## src/hw/rtl/mandelbrot_escape_time_pixel_assert.svh

```systemverilog
// Assertion macros for the escape-time pixel engine.
// Included by the top level; relies on clk_i and rst_ni in the including scope.
`ifndef MANDELBROT_ESCAPE_TIME_PIXEL_ASSERT_SVH
`define MANDELBROT_ESCAPE_TIME_PIXEL_ASSERT_SVH

// Same-cycle implication
`define METP_ASSERT_IMP(lbl, cond, prop, msg) \
  lbl: assert property (@(posedge clk_i) disable iff (!rst_ni) (cond) |-> (prop)) \
    else $error(msg);

// Next-cycle implication
`define METP_ASSERT_NXT(lbl, cond, prop, msg) \
  lbl: assert property (@(posedge clk_i) disable iff (!rst_ni) (cond) |=> (prop)) \
    else $error(msg);

`endif

```

## src/hw/rtl/metp_pkg.sv

```systemverilog
// Package for the escape-time pixel engine: constants, register codes and states.
// No dependencies.
`timescale 1ns / 1ps

package metp_pkg;

  localparam int unsigned COORD_BITS_DEF = 10;
  localparam int unsigned FRAC_BITS_DEF  = 26;

  localparam int unsigned WORD_W     = 32;
  localparam int unsigned CFG_IDX_W  = 3;
  localparam int unsigned CFG_DATA_W = 32;
  localparam int unsigned ITER_W     = 8;
  localparam int unsigned HUE_W      = 8;

  localparam int unsigned HUE_SCALE  = 255;
  localparam int unsigned ESCAPE_SQ  = 4;
  localparam int unsigned DIV_STEPS  = 2 * ITER_W;
  localparam int unsigned DIV_CNT_W  = $clog2(DIV_STEPS);

  localparam logic [ITER_W-1:0] MAX_ITER_RST = ITER_W'(255);

  typedef enum logic [CFG_IDX_W-1:0] {
    REG_X_START  = 3'd0,
    REG_X_STEP   = 3'd1,
    REG_Y_START  = 3'd2,
    REG_Y_STEP   = 3'd3,
    REG_MAX_ITER = 3'd4,
    REG_HUE_OFF  = 3'd5
  } metp_reg_e;

  typedef enum logic [3:0] {
    ST_IDLE,
    ST_CX,
    ST_CY,
    ST_CYW,
    ST_XX,
    ST_YY,
    ST_XY,
    ST_UPD,
    ST_HUE,
    ST_DIV,
    ST_FIN
  } metp_state_e;

endpackage

```

## src/hw/rtl/metp_pix_if.sv

```systemverilog
// Input channel of the escape-time pixel engine: one pixel coordinate per transaction.
// Depends on metp_pkg for the default coordinate width.
`timescale 1ns / 1ps

interface metp_pix_if #(
  parameter int unsigned COORD_BITS = metp_pkg::COORD_BITS_DEF
);
  logic                  valid;
  logic                  ready;
  logic [COORD_BITS-1:0] px;
  logic [COORD_BITS-1:0] py;

  modport source (output valid, px, py, input ready);
  modport sink   (input valid, px, py, output ready);
endinterface

```

## src/hw/rtl/metp_res_if.sv

```systemverilog
// Output channel of the escape-time pixel engine: one result per transaction.
// Depends on metp_pkg for widths.
`timescale 1ns / 1ps

interface metp_res_if #(
  parameter int unsigned COORD_BITS = metp_pkg::COORD_BITS_DEF
);
  logic                             valid;
  logic                             ready;
  logic [COORD_BITS-1:0]            out_px;
  logic [COORD_BITS-1:0]            out_py;
  logic [metp_pkg::ITER_W-1:0]      iterations;
  logic                             inside_res;
  logic [metp_pkg::HUE_W-1:0]       hue;

  modport source (output valid, out_px, out_py, iterations, inside_res, hue, input ready);
  modport sink   (input valid, out_px, out_py, iterations, inside_res, hue, output ready);
endinterface

```

## src/hw/rtl/mandelbrot_escape_time_pixel.sv

```systemverilog
// Mandelbrot escape-time pixel engine (top level).
// Channels: pix_i takes one (px, py) per transaction; res_o returns one result per
// pixel (coordinates echoed, escape count, inside flag, hue). Viewport, limit and hue
// offset sit in six registers on the plain write port cfg_we_i / cfg_idx_i / cfg_wdata_i;
// write them only while no pixel is in flight.
// An escaping pixel's count is scaled by the divider before its result appears on
// res_o; an inside pixel skips the divider.
// The engine has a single 32x32 signed multiplier, which forms x*x, y*y and x*y one
// after another in each iteration, and a bit-serial divider that scales the count
// to a hue.
// pix_i.ready is high only while the engine is idle, so pixels are worked one at a time.
// The result sits in an output register; a new pixel is taken while it waits. If the
// receiver is still stalled when the next result is ready, the engine holds it back.
// Reset clears the registers to their defaults (limit 255, all else zero), the largest
// count seen and the output valid. No clearing pass is needed.
// Fixed point: signed, FRAC_BITS fraction bits in 32-bit words; products truncated
// toward minus infinity, iterates saturated to the 32-bit range.
`timescale 1ns / 1ps
`include "mandelbrot_escape_time_pixel_assert.svh"

module mandelbrot_escape_time_pixel #(
  parameter int unsigned COORD_BITS = metp_pkg::COORD_BITS_DEF,
  parameter int unsigned FRAC_BITS  = metp_pkg::FRAC_BITS_DEF
) (
  input  logic                             clk_i,
  input  logic                             rst_ni,
  input  logic                             cfg_we_i,
  input  logic [metp_pkg::CFG_IDX_W-1:0]   cfg_idx_i,
  input  logic [metp_pkg::CFG_DATA_W-1:0]  cfg_wdata_i,
  metp_pix_if.sink                         pix_i,
  metp_res_if.source                       res_o
);
  import metp_pkg::*;

  // Widths of the shifted squares and of the update sums
  localparam int unsigned SQ_W = 2 * WORD_W - FRAC_BITS;
  localparam int unsigned WW   = SQ_W + 2;
  localparam logic signed [SQ_W:0] ESC_LIM = (SQ_W + 1)'(ESCAPE_SQ) << FRAC_BITS;

  // Configuration registers
  logic [WORD_W-1:0] x_start_q, x_step_q, y_start_q, y_step_q;
  logic [ITER_W-1:0] max_iter_q;
  logic [HUE_W-1:0]  hue_off_q;

  // Sequencer and datapath
  metp_state_e              state_q, state_d;
  logic [COORD_BITS-1:0]    px_q, px_d, py_q, py_d;
  logic signed [WORD_W-1:0] mul_a, mul_b;
  logic signed [2*WORD_W-1:0] prod, p_q;
  logic signed [WORD_W-1:0] cx_q, cx_d, cy_q, cy_d, x_q, x_d, y_q, y_d;
  logic signed [SQ_W-1:0]   xx_q, xx_d, yy_q, yy_d, yy_w;
  logic signed [SQ_W:0]     mag_sq, two_xy;
  logic signed [WW-1:0]     nx_w, ny_w;
  logic [ITER_W-1:0]        iter_q, iter_d;
  logic [ITER_W-1:0]        max_seen_q, max_seen_d, ms_grow;
  logic                     inside_q, inside_d, inside_w;

  // Bit-serial restoring divider for the hue scaling
  logic [2*ITER_W-1:0]      dq_q, dq_d;
  logic [ITER_W-1:0]        rem_q, rem_d, dvs_q, dvs_d;
  logic [DIV_CNT_W-1:0]     cnt_q, cnt_d;
  logic [ITER_W:0]          div_t, div_diff;
  logic                     div_ge;

  // Output register
  logic                     vld_q, vld_d, out_load;
  logic [COORD_BITS-1:0]    o_px_q, o_py_q;
  logic [ITER_W-1:0]        o_iter_q;
  logic                     o_inside_q;
  logic [HUE_W-1:0]         o_hue_q;

  // The one shared multiplier
  assign prod = mul_a * mul_b;

  // Saturate a wide sum to the 32-bit signed range
  function automatic logic signed [WORD_W-1:0] sat_word(logic signed [WW-1:0] v);
    logic hi_all, hi_none;
    hi_all  = &v[WW-1:WORD_W-1];
    hi_none = ~(|v[WW-1:WORD_W-1]);
    if (hi_all || hi_none) begin
      return v[WORD_W-1:0];
    end else if (v[WW-1]) begin
      return {1'b1, {(WORD_W-1){1'b0}}};
    end else begin
      return {1'b0, {(WORD_W-1){1'b1}}};
    end
  endfunction

  assign yy_w   = $signed(p_q[2*WORD_W-1:FRAC_BITS]);
  assign two_xy = $signed(p_q[2*WORD_W-1:FRAC_BITS-1]);
  assign mag_sq = (SQ_W + 1)'(xx_q) + (SQ_W + 1)'(yy_w);
  assign nx_w   = WW'(xx_q) - WW'(yy_q) + WW'(cx_q);
  assign ny_w   = WW'(two_xy) + WW'(cy_q);

  assign ms_grow  = (iter_q > max_seen_q) ? iter_q : max_seen_q;
  assign inside_w = (iter_q == max_iter_q);

  assign div_t    = {rem_q, dq_q[2*ITER_W-1]};
  assign div_diff = div_t - {1'b0, dvs_q};
  assign div_ge   = (div_t >= {1'b0, dvs_q});

  assign out_load    = (state_q == ST_FIN) && (!vld_q || res_o.ready);
  assign pix_i.ready = (state_q == ST_IDLE);

  assign res_o.valid      = vld_q;
  assign res_o.out_px     = o_px_q;
  assign res_o.out_py     = o_py_q;
  assign res_o.iterations = o_iter_q;
  assign res_o.inside_res = o_inside_q;
  assign res_o.hue        = o_hue_q;

  always_comb begin
    state_d    = state_q;
    px_d       = px_q;
    py_d       = py_q;
    cx_d       = cx_q;
    cy_d       = cy_q;
    x_d        = x_q;
    y_d        = y_q;
    xx_d       = xx_q;
    yy_d       = yy_q;
    iter_d     = iter_q;
    max_seen_d = max_seen_q;
    inside_d   = inside_q;
    dq_d       = dq_q;
    rem_d      = rem_q;
    dvs_d      = dvs_q;
    cnt_d      = cnt_q;
    vld_d      = vld_q;
    mul_a      = x_q;
    mul_b      = x_q;

    if (vld_q && res_o.ready) begin
      vld_d = 1'b0;
    end

    unique case (state_q)
      ST_IDLE: begin
        if (pix_i.valid) begin
          px_d    = pix_i.px;
          py_d    = pix_i.py;
          state_d = ST_CX;
        end
      end
      ST_CX: begin
        mul_a   = $signed(WORD_W'(px_q));
        mul_b   = $signed(x_step_q);
        state_d = ST_CY;
      end
      ST_CY: begin
        // column offset wraps modulo 2^32
        cx_d    = $signed(x_start_q + p_q[WORD_W-1:0]);
        mul_a   = $signed(WORD_W'(py_q));
        mul_b   = $signed(y_step_q);
        state_d = ST_CYW;
      end
      ST_CYW: begin
        cy_d    = $signed(y_start_q + p_q[WORD_W-1:0]);
        x_d     = '0;
        y_d     = '0;
        iter_d  = '0;
        state_d = ST_XX;
      end
      ST_XX: begin
        mul_a   = x_q;
        mul_b   = x_q;
        state_d = ST_YY;
      end
      ST_YY: begin
        xx_d    = $signed(p_q[2*WORD_W-1:FRAC_BITS]);
        mul_a   = y_q;
        mul_b   = y_q;
        state_d = ST_XY;
      end
      ST_XY: begin
        yy_d  = yy_w;
        mul_a = x_q;
        mul_b = y_q;
        if ((mag_sq > ESC_LIM) || (iter_q >= max_iter_q)) begin
          state_d = ST_HUE;
        end else begin
          state_d = ST_UPD;
        end
      end
      ST_UPD: begin
        x_d     = sat_word(nx_w);
        y_d     = sat_word(ny_w);
        iter_d  = iter_q + ITER_W'(1);
        state_d = ST_XX;
      end
      ST_HUE: begin
        inside_d = inside_w;
        if (!inside_w && (ms_grow == '0)) begin
          max_seen_d = ITER_W'(1);
          dvs_d      = ITER_W'(1);
        end else begin
          max_seen_d = ms_grow;
          dvs_d      = ms_grow;
        end
        dq_d  = (2 * ITER_W)'(iter_q) * (2 * ITER_W)'(HUE_SCALE);
        rem_d = '0;
        cnt_d = '0;
        state_d = inside_w ? ST_FIN : ST_DIV;
      end
      ST_DIV: begin
        rem_d = div_ge ? div_diff[ITER_W-1:0] : div_t[ITER_W-1:0];
        dq_d  = {dq_q[2*ITER_W-2:0], div_ge};
        cnt_d = cnt_q + DIV_CNT_W'(1);
        if (cnt_q == DIV_CNT_W'(DIV_STEPS - 1)) begin
          state_d = ST_FIN;
        end
      end
      ST_FIN: begin
        if (out_load) begin
          vld_d   = 1'b1;
          state_d = ST_IDLE;
        end
      end
      default: begin
        state_d = ST_IDLE;
      end
    endcase
  end

  // Control state and configuration
  always_ff @(posedge clk_i or negedge rst_ni) begin
    if (!rst_ni) begin
      state_q    <= ST_IDLE;
      vld_q      <= 1'b0;
      max_seen_q <= '0;
      iter_q     <= '0;
      cnt_q      <= '0;
      x_start_q  <= '0;
      x_step_q   <= '0;
      y_start_q  <= '0;
      y_step_q   <= '0;
      max_iter_q <= MAX_ITER_RST;
      hue_off_q  <= '0;
    end else begin
      state_q    <= state_d;
      vld_q      <= vld_d;
      max_seen_q <= max_seen_d;
      iter_q     <= iter_d;
      cnt_q      <= cnt_d;
      if (cfg_we_i) begin
        unique case (metp_reg_e'(cfg_idx_i))
          REG_X_START:  x_start_q  <= cfg_wdata_i[WORD_W-1:0];
          REG_X_STEP:   x_step_q   <= cfg_wdata_i[WORD_W-1:0];
          REG_Y_START:  y_start_q  <= cfg_wdata_i[WORD_W-1:0];
          REG_Y_STEP:   y_step_q   <= cfg_wdata_i[WORD_W-1:0];
          REG_MAX_ITER: max_iter_q <= cfg_wdata_i[ITER_W-1:0];
          REG_HUE_OFF:  hue_off_q  <= cfg_wdata_i[HUE_W-1:0];
          default: begin
          end
        endcase
      end
    end
  end

  // Datapath and output payload
  always_ff @(posedge clk_i) begin
    px_q     <= px_d;
    py_q     <= py_d;
    p_q      <= prod;
    cx_q     <= cx_d;
    cy_q     <= cy_d;
    x_q      <= x_d;
    y_q      <= y_d;
    xx_q     <= xx_d;
    yy_q     <= yy_d;
    inside_q <= inside_d;
    dq_q     <= dq_d;
    rem_q    <= rem_d;
    dvs_q    <= dvs_d;
    if (out_load) begin
      o_px_q     <= px_q;
      o_py_q     <= py_q;
      o_iter_q   <= iter_q;
      o_inside_q <= inside_q;
      o_hue_q    <= inside_q ? '0 : (dq_q[HUE_W-1:0] + hue_off_q);
    end
  end

  // Checks
  `METP_ASSERT_IMP(a_iter_le_limit, state_q == ST_XY, iter_q <= max_iter_q, "count past limit")
  `METP_ASSERT_NXT(a_max_seen_mono, 1'b1, max_seen_q >= $past(max_seen_q), "max_seen fell")
  `METP_ASSERT_IMP(a_quot_fits, (state_q == ST_FIN) && !inside_q, dq_q[2*ITER_W-1:HUE_W] == '0, "hue quotient overflow")
  `METP_ASSERT_NXT(a_accept_starts, pix_i.valid && pix_i.ready, state_q == ST_CX, "accept did not start work")

endmodule

```

## src/flat_wrapper.sv

```systemverilog
// flat-port wrapper written by rule: the top's interface ports become plain ports
module mandelbrot_escape_time_pixel_flat import metp_pkg::*;
#(
  parameter int unsigned COORD_BITS = metp_pkg::COORD_BITS_DEF,
  parameter int unsigned FRAC_BITS  = metp_pkg::FRAC_BITS_DEF
)
  (clk_i, rst_ni, cfg_we_i, cfg_idx_i, cfg_wdata_i, pix_i_valid, pix_i_px, pix_i_py, pix_i_ready, res_o_valid, res_o_out_px, res_o_out_py, res_o_iterations, res_o_inside_res, res_o_hue, res_o_ready);
  metp_pix_if #(.COORD_BITS(COORD_BITS)) pix_i_i ();
  metp_res_if #(.COORD_BITS(COORD_BITS)) res_o_i ();
  input  logic clk_i;
  input  logic rst_ni;
  input  logic cfg_we_i;
  input  logic [metp_pkg::CFG_IDX_W-1:0] cfg_idx_i;
  input  logic [metp_pkg::CFG_DATA_W-1:0] cfg_wdata_i;
  input wire logic [$bits(pix_i_i.valid)-1:0] pix_i_valid;
  input wire logic [$bits(pix_i_i.px)-1:0] pix_i_px;
  input wire logic [$bits(pix_i_i.py)-1:0] pix_i_py;
  output wire logic [$bits(pix_i_i.ready)-1:0] pix_i_ready;
  output wire logic [$bits(res_o_i.valid)-1:0] res_o_valid;
  output wire logic [$bits(res_o_i.out_px)-1:0] res_o_out_px;
  output wire logic [$bits(res_o_i.out_py)-1:0] res_o_out_py;
  output wire logic [$bits(res_o_i.iterations)-1:0] res_o_iterations;
  output wire logic [$bits(res_o_i.inside_res)-1:0] res_o_inside_res;
  output wire logic [$bits(res_o_i.hue)-1:0] res_o_hue;
  input wire logic [$bits(res_o_i.ready)-1:0] res_o_ready;
  assign pix_i_i.valid = pix_i_valid;
  assign pix_i_i.px = pix_i_px;
  assign pix_i_i.py = pix_i_py;
  assign pix_i_ready = pix_i_i.ready;
  assign res_o_valid = res_o_i.valid;
  assign res_o_out_px = res_o_i.out_px;
  assign res_o_out_py = res_o_i.out_py;
  assign res_o_iterations = res_o_i.iterations;
  assign res_o_inside_res = res_o_i.inside_res;
  assign res_o_hue = res_o_i.hue;
  assign res_o_i.ready = res_o_ready;
  mandelbrot_escape_time_pixel #(.COORD_BITS(COORD_BITS), .FRAC_BITS(FRAC_BITS)) u_core (.clk_i(clk_i), .rst_ni(rst_ni), .cfg_we_i(cfg_we_i), .cfg_idx_i(cfg_idx_i), .cfg_wdata_i(cfg_wdata_i), .pix_i(pix_i_i), .res_o(res_o_i));
endmodule
```

## config.mk

```make
export PLATFORM = sky130hd
export DESIGN_NAME = mandelbrot_escape_time_pixel_flat
export DESIGN_NICKNAME = d
export VERILOG_FILES = /design/src/hw/rtl/metp_pkg.sv /design/src/hw/rtl/metp_pix_if.sv /design/src/hw/rtl/metp_res_if.sv /design/src/hw/rtl/mandelbrot_escape_time_pixel.sv /design/src/flat_wrapper.sv
export VERILOG_INCLUDE_DIRS = /design/src /design/src/hw/rtl
export SDC_FILE = /design/constraint.sdc
export NUM_CORES = 2
export LEC_CHECK = 0
export ABC_AREA = 0
export CAP_MARGIN = 10
export CORE_MARGIN = 4
export CORE_UTILIZATION = 54
export DETAILED_ROUTE_END_ITERATION = 8
export DONT_BUFFER_PORTS = 1
export GPL_ROUTABILITY_DRIVEN = 0
export PLACE_DENSITY_LB_ADDON = 0.12
export SLEW_MARGIN = 15
export SYNTH_ARGS = -nofsm -noshare
export SYNTH_HDL_FRONTEND = slang
export SYNTH_SLANG_ARGS = --single-unit
export TNS_END_PERCENT = 50
```

## constraint.sdc

```tcl
create_clock -name clk_i -period 26.6 [get_ports clk_i]
set_input_delay 2.66 -clock clk_i [delete_from_list [all_inputs] [get_ports clk_i]]
set_output_delay 2.66 -clock clk_i [all_outputs]
set_load 0.02 [all_outputs]
```

* Word level (Yosys, flattened, before mapping) *
Cells that the tools add are included.

word-level totals
  ROM bits = 0
  flip-flop bits (word level) = 527
  bits in latches = 0
  memories kept = 0
  word-level logic and storage cells = 119
  memory bits (writable) = 0
  output and inout bits = 39
  bits of input ports = 60

cells by class
  magnitude comparators = 4
  add/sub/neg operators = 10
  divide/modulo/power cells = 0
  multiplexer cells = 24
  shift operators = 0
  $mul = 2
  bitwise gates (word level) = 2
  reductions and logical operators = 28
  equality and inequality tests = 20

operators by type and width
  cell                  number
  $pmux 32 s3           2
  $mux 32               4
  $pmux 32 s2           2
  $add 39x32->40        2
  $add 32x32->32        2
  $mul 32x32->64        1
  $pmux 4 s10           1
  $add 38x38->39        1
  $gt 39x30->1 const B  1
  $sub 38x38->39        1
  $pmux 16 s2           1
  $pmux 8 s2            2
  $mux 8                3
  $reduce_and 9->1      2
  $reduce_or 9->1       2
  $eq 4x3->1 const B    4
  $eq 4x4->1 const B    4
  $mul 8x8->16 const B  1
  $mux 4                4
  $reduce_and 2->1      7
  $ge 9x8->1            1
  $add 8x1->8 const B   1
  $add 8x8->8           1
  $eq 4x2->1 const B    2
  24 further kinds      38

* Depth between registers and ports, before layout *
  depth in word-level cells = 7
  gate-level depth with buffers = 41
  mapped depth without buffers = 37

* Least setup slack after synthesis *
OpenSTA, ideal clock, no wires.

  path type = register to register
  start point = reg u_core.state_q[1]
  end point = reg u_core.p_q[63]
  setup time = 0.122 ns
  arrival time = 9.908 ns
  path buffers = 5
  clock period less this slack = 10.030 ns
  setup slack = 16.570 ns
  required time = 26.478 ns
  stages on the path, launching flop included = 35
  cell sequence = dfrtp_1 > clkbuf_1 > nand2b_1 > nor2_1 > clkbuf_1 > clkbuf_1 > a22o_1 > clkbuf_1 > nand2_1 > fa_1 > inv_1 > fa_1 > inv_1 > fa_1 > fa_1 > inv_1 > fa_1 > fa_1 > fa_1 > inv_1 > fa_1 > inv_1 > ha_1 > clkbuf_1 > a21oi_1 > o21ai_0 > a221oi_1 > o21ai_0 > a211o_1 > a211o_1 > a31oi_1 > nor2_1 > a21oi_1 > a32oi_1 > xnor2_1

between the ends
  cells in the longest elaborated chain, start to end = 4
  elaborated cells on any way between the ends = 8
  those cells by class = mul (1); eq/ne (4); mux (2); reduce/logical (1)

ends and longest elaborated chain
  element                           line                                 source
  from (decl)                       mandelbrot_escape_time_pixel.sv:46   metp_state_e state_q, state_d;
  from (signal assigned)            mandelbrot_escape_time_pixel.sv:240  state_q <= state_d;
  $eq 4x3->1                        mandelbrot_escape_time_pixel.sv:137  unique case (state_q)
  $reduce_or 2->1 (no source line)  n/a
  $pmux 32 s3                       mandelbrot_escape_time_pixel.sv:137
  $mul 32x32->64 (*)                mandelbrot_escape_time_pixel.sv:73   assign prod = mul_a * mul_b;
  net u_core.prod[63]               mandelbrot_escape_time_pixel.sv:49   logic signed [2*WORD_W-1:0] prod, p_q;
  to (signal assigned)              mandelbrot_escape_time_pixel.sv:264  p_q <= prod;
  to (decl)                         mandelbrot_escape_time_pixel.sv:49

Mark *: on every way through the listed nets, which the timed path passes. The rest lies on a longest branch.
A chain may end at the register's enable or synchronous reset.

* Worst setup path after layout *
  start point = reg u_core.state_q[0]
  end point = reg u_core.p_q[63]

The elaborated chain is that of the path after synthesis.

==> results_dict.tcl <==
set metrics [dict create \
    status "finished, final reports clean" \
    ys.flop_type "edfxtp_1" \
    initial_utilization 0.547 \
    max_freq_mhz 89.1 \
    crit_slowest_cell "fa_1" \
    synth_warnings 0 \
    crit_start "u_core.state_q[0]" \
    crit_arrival_ps 11750 \
    drt-total-wl_um 207000 \
    cts-buffers-inserted 54 \
    fillCellCount 10700 \
    synth_cell_types 88 \
    worstMarginPinSlew_ps 1270 \
    relSlewSlack 0.152 \
    insertion_delay_ps 640 \
    crit_top_cell "fa_1" \
    fin_setup_tns_ps 0 \
    cp-start-kind "flip-flop" \
    areaGrowthSynthToFinish_pct 5.89 \
    die_width_um 360 \
    synth_seq_cells 527 \
    drtIter0Drc 4664 \
    hold_buffers 0 \
    clkSlewWorstSetupHoldPaths_ps 70 \
    vias_per_cell 5.88 \
    hold_path.class "reg2reg" \
    min_from "u_core.max_iter_q[2]" \
    die_h_um 360 \
    cts_tree "built" \
    drcViolationCount 0 \
    layout_commonest_cell "inv_1" \
    clockBufferDepth 3 \
    setup_viol 0 \
    ys_seq_area_frac 0.214 \
    wl_per_cell_um 24.3 \
    grt_use_total 0.324 \
    end_kind "flip-flop" \
    grt_first_pass_wirelength_um 319000 \
    syn_area_per_cell_um2 9.69 \
    critical_path_required_ps 27120 \
    synth_nets 8565 \
    hold_slack_ps 509 \
    grt_max_degree 170 \
    critPathKind "reg2reg" \
    skew_ps 35.2 \
    drive_gt1_frac 0.0638 \
    via_count 50000 \
    antenna_left 0 \
    hold_viol_final 0 \
    period_share 0.422 \
    synth_edf_count 294 \
    multi_input_area_um2 46900 \
    ios 99 \
    layout_common_cells "inv_1, fa_1, nand2_1" \
    antenna_found_initial 16 \
    netlist_instances 6915 \
    post_cts_buffers 0 \
    gr-usage-met2 0.500 \
    root_buffer "clkbuf_16" \
    reg2reg_from "u_core.state_q[0]" \
    post-dp-hpwl_um 165000 \
    period_minus_slack_ps 11230 \
    drv_cap 0 \
    cts_resized 0 \
    cts_sinks 527 \
    critPathMaxStageDelay_ps 980 \
    met1_usage 0.432 \
    die_area_um2 130000 \
    port_buffers 0 \
    drt-pass1-iter-count 7 \
    netlist_area_um2 67000 \
    cp_max_fo 43 \
    final_net_count 8460 \
    rsz0062_at_grt "no" \
    drv_slew 0 \
    overflow 0 \
    grt_pass1_vias 51700 \
    synthArstFlopShare 0.321 \
    core-area_um2 123000 \
    core.rowCount 128 \
    use_met3 0.0864 \
    busiest_layer "met2" \
    h-tree-depth 2 \
    regArea_um2 14300 \
]
==> layer usage <==
layer | vias to the layer above | part of all wire | routed length (um)
met5 | - | 0.00075 | 155
met1 | 25400 | 0.39 | 81700
met2 | 2303 | 0.45 | 92500
li1 | 21800 | - | -
met3 | 477 | 0.10 | 21200
met4 | 10 | 0.055 | 11400
==> path summary, 6_finish.rpt <==
kind,to,slack [ps],cells past startpoint
max,u_core.p_q[63],15370,32
min,u_core.max_iter_q[2],510,2
max reg2reg,u_core.p_q[63],15370,32
max in group asynchronous,u_core.max_iter_q[2],24480,0
min in group asynchronous,u_core.x_start_q[30],1720,0
min reg2reg,u_core.max_iter_q[2],510,2
==> sequential cells by signal, indices dropped and copies added (netlist names), 16 cells and up <==
name	cells
u_core.x_start_q	32
u_core.yy_q	38
u_core.p_q	64
u_core.y_start_q	32
u_core.x_q	32
u_core.cy_q	32
u_core.xx_q	38
u_core.y_q	32
u_core.x_step_q	32
u_core.cx_q	32
u_core.y_step_q	32
u_core.dq_q	16
==> cell usage after synthesis, types with 36 or more instances <==
library cell,number,area share
inv_1,1288,0.072
fa_1,1156,0.35
nand2_1,757,0.042
nor2_1,715,0.040
ha_1,434,0.081
edfxtp_1,294,0.13
a21oi_1,293,0.022
clkbuf_1,255,0.014
o21ai_0,166,0.012
dfrtp_1,161,0.060
xnor2_1,152,0.020
mux2_2,140,0.024
a21o_1,109,0.012
xor2_1,77,0.010
nand3_1,66,0.0049
dfxtp_1,64,0.019
nand2b_1,54,0.0050
nor3_1,47,0.0035
o21a_1,46,0.0052
nand4_1,45,0.0042
nor2b_1,39,0.0036
a211oi_1,36,0.0040
==> stage by stage <==
stage	worst slack (ps)	cells	util	area (um^2)
3_5_place_dp	15540	8378	0.563	69000
4_1_cts	15530	8478	0.578	70800
2_1_floorplan	16570	6915	-	67000
3_3_place_gp	15440	8375	0.563	68900
6_report	15370	8507	0.579	70900
5_1_grt	14990	8497	0.579	70900
==> area by class of cell <==
type                    count  share of cell area
flip-flops and latches    527               0.202
well taps                1625              0.0287
clock buffers              61              0.0197
multi-input cells        4824               0.661
clock inverters            39             0.00665
diodes                     28            0.000988
repair buffers            115              0.0122
inverters                1288              0.0682
==> kinds of logic after synthesis <==
kind of cell	count (synthesis)	share of synthesized area
AO/OA/AOI/OAI	993	0.0978
XOR/XNOR	229	0.0299
adder cells (fa/ha/maj)	1590	0.427
buffers and inverters	1564	0.0882
flip-flops	527	0.214
multiplexers	152	0.0253
AND/OR/NAND/NOR	1860	0.118
==> critical path, delay by kind of cell (launching register included) <==
family	cells	cell delay, ps
fa+ha+maj	9	4930
xor+xnor	1	140
compound gates	11	3110
simple gates	4	730
flops	1	490
buf+inv	7	1630
Power is left out: the tool's default activity adds up to more than one toggle a clock period on the data nets, which glitch-free logic cannot reach.
